==> config.mk <==
export PLATFORM = sky130hd
export DESIGN_NAME = bscm_lane
export DESIGN_NICKNAME = d
export VERILOG_FILES = /design/src/sv/bend_sensor_calibrate_and_map_unit_defines.svh /design/src/sv/bscm_pkg.sv /design/src/sv/bscm_lane.sv
export SDC_FILE = /design/constraint.sdc
export NUM_CORES = 1
export LEC_CHECK = 0
export ABC_AREA = 1
export CAP_MARGIN = 20
export CORE_UTILIZATION = 35
export DETAILED_ROUTE_END_ITERATION = 6
export DONT_BUFFER_PORTS = 1
export GPL_TIMING_DRIVEN = 1
export SLEW_MARGIN = 20
export SYNTH_ARGS = -nofsm -noshare
export SYNTH_HDL_FRONTEND = slang
export SYNTH_SLANG_ARGS = --single-unit
==> constraint.sdc <==
create_clock -name i_clk -period 10.3 [get_ports i_clk]
set_input_delay 1.545 -clock i_clk [delete_from_list [all_inputs] [get_ports i_clk]]
set_output_delay 1.545 -clock i_clk [all_outputs]
set_load 0.01 [all_outputs]
==> src/sv/bend_sensor_calibrate_and_map_unit_defines.svh <==
// ---------------------------------------------------------------------------
// Bend sensor unit assertion macros
// Clocked assertion helpers, empty when synthesising.
// ---------------------------------------------------------------------------
`ifndef BEND_SENSOR_CALIBRATE_AND_MAP_UNIT_DEFINES_SVH
`define BEND_SENSOR_CALIBRATE_AND_MAP_UNIT_DEFINES_SVH
`ifndef SYNTHESIS
`define BSCM_ASSERT(lbl, clk, rstn, prop) \
    lbl: assert property (@(posedge clk) disable iff (!rstn) prop) \
        else $error("assertion failed");
`define BSCM_ASSERT_NEXT(lbl, clk, rstn, pre, post) \
    lbl: assert property (@(posedge clk) disable iff (!rstn) (pre) |=> (post)) \
        else $error("assertion failed");
`else
`define BSCM_ASSERT(lbl, clk, rstn, prop)
`define BSCM_ASSERT_NEXT(lbl, clk, rstn, pre, post)
`endif
`endif

==> src/sv/bscm_pkg.sv <==
// ---------------------------------------------------------------------------
// Bend sensor package
// Shared constants, codes and types.
// ---------------------------------------------------------------------------
package bscm_pkg;
    localparam int NCH = 5;
    localparam logic [11:0] WIN_MAX_RESET = 12'd200;
    localparam logic [11:0] WIN_MIN_RESET = 12'd30;
    localparam logic [11:0] MV_HIGH_LIMIT = 12'd3295;
    localparam logic [11:0] MV_LOW_LIMIT  = 12'd5;
    localparam logic [6:0]  SPAN_MIN_FIRST = 7'd50;
    localparam logic [6:0]  SPAN_MIN_OTHER = 7'd70;
    localparam logic [2:0]  DIV_TOP_BIT = 3'd6;

    typedef enum logic [1:0] {
        FN_MAP = 2'd0, FN_TRACK = 2'd1, FN_FINISH = 2'd2, FN_RAW = 2'd3
    } t_func;

    typedef enum logic [1:0] {
        CS_NONE = 2'd0, CS_FAIL = 2'd1, CS_DONE = 2'd2
    } t_check;

    typedef enum logic [1:0] {
        ST_IDLE, ST_SETUP, ST_DIV, ST_OUT
    } t_state;

    typedef struct packed {
        logic       load;
        logic       setup;
        logic       div_en;
        logic [2:0] div_bit;
        logic [1:0] func;
        logic       active;
        logic       commit;
    } t_lane_ctrl;

    typedef struct packed {
        logic range_ok;
        logic wide;
    } t_lane_stat;
endpackage

==> src/sv/bscm_lane.sv <==
// ---------------------------------------------------------------------------
// Bend sensor channel lane
// Millivolt conversion, window and track state, bit-serial angle divider.
// ---------------------------------------------------------------------------
module bscm_lane (
    input  logic                 i_clk,
    input  logic                 i_rst_n,
    input  bscm_pkg::t_lane_ctrl i_ctrl,
    input  logic [11:0]          i_raw,
    input  logic [6:0]           i_span_min,
    output bscm_pkg::t_lane_stat o_stat,
    output logic [11:0]          o_mv,
    output logic [7:0]           o_angle
);
    logic [11:0] r_wmax, r_wmin, r_tmax, r_tmin, r_mv;
    logic [11:0] n_tmax, n_tmin;
    logic [1:0]  r_func;
    logic [22:0] r_rem;
    logic [15:0] r_den;
    logic [6:0]  r_q;
    logic        r_upper, r_zero;

    logic [11:0] mv_c, x_lo, x, d, s;
    logic [16:0] d20, s7, diff;
    logic [12:0] span;
    logic [12:0] sp_f, sp_c;
    logic [22:0] shifted;

    assign mv_c = 12'((24'(i_raw) * 24'd3300) >> 12);

    assign span = {1'b0, r_tmax} - {1'b0, r_tmin};
    assign sp_f = 13'((26'(span) * 26'd3277) >> 16);
    assign sp_c = 13'((26'(span + 13'd19) * 26'd3277) >> 16);

    assign o_stat.range_ok = (r_tmax <= bscm_pkg::MV_HIGH_LIMIT)
                          && (r_tmin >= bscm_pkg::MV_LOW_LIMIT);
    assign o_stat.wide = {1'b0, r_tmax} >= ({1'b0, r_tmin} + 13'(i_span_min));

    always_comb begin
        n_tmax = r_tmax;
        n_tmin = r_tmin;
        if (!i_ctrl.active) begin
            n_tmax = mv_c;
            n_tmin = mv_c;
        end else begin
            if (r_tmax <= mv_c) n_tmax = mv_c;
            if (r_tmin >= mv_c) n_tmin = mv_c;
        end
    end

    always_comb begin
        x_lo = (r_mv < r_wmin) ? r_wmin : r_mv;
        x    = (x_lo > r_wmax) ? r_wmax : x_lo;
        d    = x - r_wmin;
        s    = r_wmax - r_wmin;
        d20  = 17'(d) * 17'd20;
        s7   = 17'(s) * 17'd7;
        diff = d20 - s7;
    end

    assign shifted = 23'(r_den) << i_ctrl.div_bit;

    always_ff @(posedge i_clk) begin
        if (!i_rst_n) begin
            r_wmax <= bscm_pkg::WIN_MAX_RESET;
            r_wmin <= bscm_pkg::WIN_MIN_RESET;
            r_tmax <= '0;
            r_tmin <= '0;
        end else if (i_ctrl.commit) begin
            r_tmax <= r_tmax - sp_c[11:0];
            r_tmin <= r_tmin + sp_f[11:0];
            r_wmax <= r_tmax - sp_c[11:0];
            r_wmin <= r_tmin + sp_f[11:0];
        end else if (i_ctrl.load && i_ctrl.func == bscm_pkg::FN_TRACK) begin
            r_tmax <= n_tmax;
            r_tmin <= n_tmin;
        end
    end

    always_ff @(posedge i_clk) begin
        if (i_ctrl.load) begin
            r_mv   <= mv_c;
            r_func <= i_ctrl.func;
        end
        if (i_ctrl.setup) begin
            r_zero  <= r_wmax <= r_wmin;
            r_upper <= !(d20 < s7);
            r_q     <= '0;
            if (d20 < s7) begin
                r_rem <= 23'(d) * 23'd1800;
                r_den <= 16'(s7);
            end else begin
                r_rem <= 23'(diff) * 23'd90;
                r_den <= 16'(17'(s) * 17'd13);
            end
        end else if (i_ctrl.div_en) begin
            if (r_rem >= shifted) begin
                r_rem <= r_rem - shifted;
                r_q   <= r_q | 7'(7'd1 << i_ctrl.div_bit);
            end
        end
    end

    assign o_mv = r_mv;
    always_comb begin
        if (r_func != bscm_pkg::FN_MAP || r_zero) o_angle = '0;
        else if (r_upper) o_angle = 8'd90 + 8'(r_q);
        else o_angle = 8'(r_q);
    end
endmodule

==> metrics.md <==
| Metric | Value |
|---|---|
| Core Util, Final | 0.3887 |
| Layout cells sized above 1 | 0.07103 |
| R2r setup slk | roughly 0.52 ns |
| Initial drt markers | 1064 |
| IO Pins | 53 |
| TritonCTS Buffers | 9 |
| Final WS setup | 0.5237 ns |
| Die X | 262.9 microns |
| Worst slack, placed | 0.09931 ns |
| Starting Density | 0.3542 |
| Fin. Hold Viols | 0 |
| Failing checks | design-rule violations |
| Area of the multi-input gates | 19270 sq um |
| Max stage delay cell, worst path | fa_1 |
| Number of antenna diodes | 0 |
| Area Overhead vs Synth | 9.739% |
| Final #Nets | 3813 |
| Final worst path period need | 9.776 ns |
| Status | complete, but fails checks |
| Slowest stage delay, CP | 0.51 ns |
| TritonCTS clock tree | yes |
| Crit Path Class | flip-flop to flip-flop |
| CTS sink count | 110 |
| Post-synth EDFFs | 55 |
| Global route overflow | 0 |
| Final setup violating endpoints | 0 |
| First-pass GRT wire length | between 90000 and 100000 microns |
| Fin. max-slew vios | 0 |
| Area of the die | 69130 sq um |
| Hold Crit Class | flip-flop to flip-flop |
| Ys async rst share | 0 |
| Total core area | a little under 70000 sq um |
| Vias in the first global route | 18650 |
| Max_cap viols | 0 |
| Total GRT Usage | 0.1709 |
| H-tree depth | 3 |
| Req. time, crit path | 10.45 ns |
| Routed length per instance | 15.22 microns |
| Final HPWL DP | 50350 microns |
| Routability Congestion | 0.8681 |
| Residual DRC | 4 |
| I/O Buffers | 0 |
| Vias | 19330 |
| Netlist cell types | 60 |
| Max-Slew Margin vs Limit | 0.4919 |
| #FFs+latches synth | 110 |
| Clock transition at the registers of the reported paths | 0.09 ns |
| Setup TNS Final | 0 ns |
| Crit end category | flip-flop |
| Avg Inst Size Synth | 7.967 sq um |
| Buf/Inv on CP | 9 |
| Most frequent cells in the layout | 560 x inv_1, 540 x ha_1, 449 x nand2_1 |
| Cell Area, Synth | 23830 sq um |
| Yosys warns | 0 |
| Max FO, Critical Path | 6 |
| Top FF cell, synth | edfxtp_1 |
| Crit start category | flip-flop |
| Cell chosen for the clock root | clkbuf_16 |
| Detailed Routing Iterations Pass 1 | 7 |
| Clk_skew | 0.02189 ns |
| Register area share after synthesis | 0.1155 |
| Max Freq | approximately 100 MHz |
| Most common cell after layout, fill and taps aside | inv_1 |
| DR vias/cell | 4.940 |
| Fillers | 6928 |
| Syn Nets | 3768 |
| Arrival time worst endpoint | 9.92 ns |
| Cell mode on critical path | nand2_1 |
| Site Rows | 95 |
| DIE HEIGHT | 262.9 microns |
| Final period util | 0.9492 |
| Post-route ant nets | 0 |
| Initial antenna violation count | 0 |
| Largest net degree at the start of global routing | 64 |
| Worst skew pair latency | 0.40 ns |
| Measured slew at the worst slew-check pin | 0.7542 ns |
| Register area | 2755 sq um |
| Clock tree buffer depth | 2 |
| Synth Instances | 2991 |
| Routed WL | approximately 60000 microns |
| Worst path top cell family by delay | adder cells |
synthesized netlist by cell type, drive strengths merged, types with 15 or more instances:
cell type  instances  area share
nand4             23      0.0060
o21bai            19      0.0061
dfxtp             55       0.046
ha               559        0.29
nor2             115       0.018
o21ai            205       0.043
fa               187        0.16
nor3              29      0.0061
o211ai            15      0.0047
a21o              21      0.0066
nand2            470       0.075
nand3             90       0.021
inv              567       0.089
edfxtp            55       0.069
xor2             110       0.041
xnor2             52       0.019
a31oi             38       0.010
a21oi            253       0.053
clkbuf            31      0.0049
cell type report:
| cell class | count | area share |
|---|---|---|
| flip-flops and latches | 110 | 0.1054 |
| repair buffers | 71 | 0.02201 |
| clock buffers | 9 | 0.008612 |
| inverters | 569 | 0.08181 |
| clock inverters | 7 | 0.003588 |
| multi-input cells | 2275 | 0.7369 |
| well taps | 873 | 0.04177 |
final timing paths:
kind / cells after the start / startpoint / to
worst min register to register: 2 / r_q[0]$_SDFFE_PP0P_ / r_q[0]$_SDFFE_PP0P_
worst max-delay path: 58 / r_wmin[11]$_SDFFE_PN0P_ / r_rem[21]$_DFFE_PP_
worst min-delay path: 2 / r_q[0]$_SDFFE_PP0P_ / r_q[0]$_SDFFE_PP0P_
worst max register to register: 58 / r_wmin[11]$_SDFFE_PN0P_ / r_rem[21]$_DFFE_PP_
stage by stage:
stage | instance area [sq um] | hold slack, ns | cells
6_report | 26150 | 0.4538 | 3914
5_1_grt | 26150 | 0.4954 | 3914
4_1_cts | 25420 | 0.4557 | 3886
3_5_place_dp | 25100 | 0.4422 | 3870
3_3_place_gp | 25100 | 0.4393 | 3870
2_1_floorplan | 23830 | 0.4362 | 2991
worst min-delay path, stage by stage, from the launching register on:
cell and delay (ns):
dfxtp_1 0.31, inv_1 0.06, a21oi_1 0.06
metal layers:
layer,wire (microns),track usage,vias up
met5,0,0,-
met4,903,0.02877,0
met3,3267,0.02905,50
met2,27850,0.2924,373
met1,27570,0.2275,8863
li1,-,-,10050
logic make-up (layout without fill, tap and decap cells):
| group | after synthesis | in the layout | synth area share |
|---|---|---|---|
| muxes | 2 | 2 | 0.0008401 |
| DFF | 110 | 110 | 0.1155 |
| AOI/OAI and AO/OA | 607 | 607 | 0.1424 |
| and+or+nand+nor | 754 | 758 | 0.1337 |
| xor gates and xnor gates | 162 | 162 | 0.05986 |
| buffers and inverters | 610 | 656 | 0.09703 |
| adders and majority gates | 746 | 746 | 0.4506 |
registers in the layout, summed over array words and instances, names as in the netlist:
signal and cells:
r_rem 23, r_den 16, r_wmax 12, r_func 2
r_tmin 12, o_mv 12, r_wmin 12, r_upper 1
r_zero 1, r_tmax 12, r_q 7
repair_timing:
item	in CTS	in global routing
buffers inserted	0	23
hold buffers	0	0
endpoints found under the setup margin	0	10
resized for setup	0	123
Power is not shown: default switching activity piles up to over one toggle a cycle in this logic, so the estimate is an artifact.
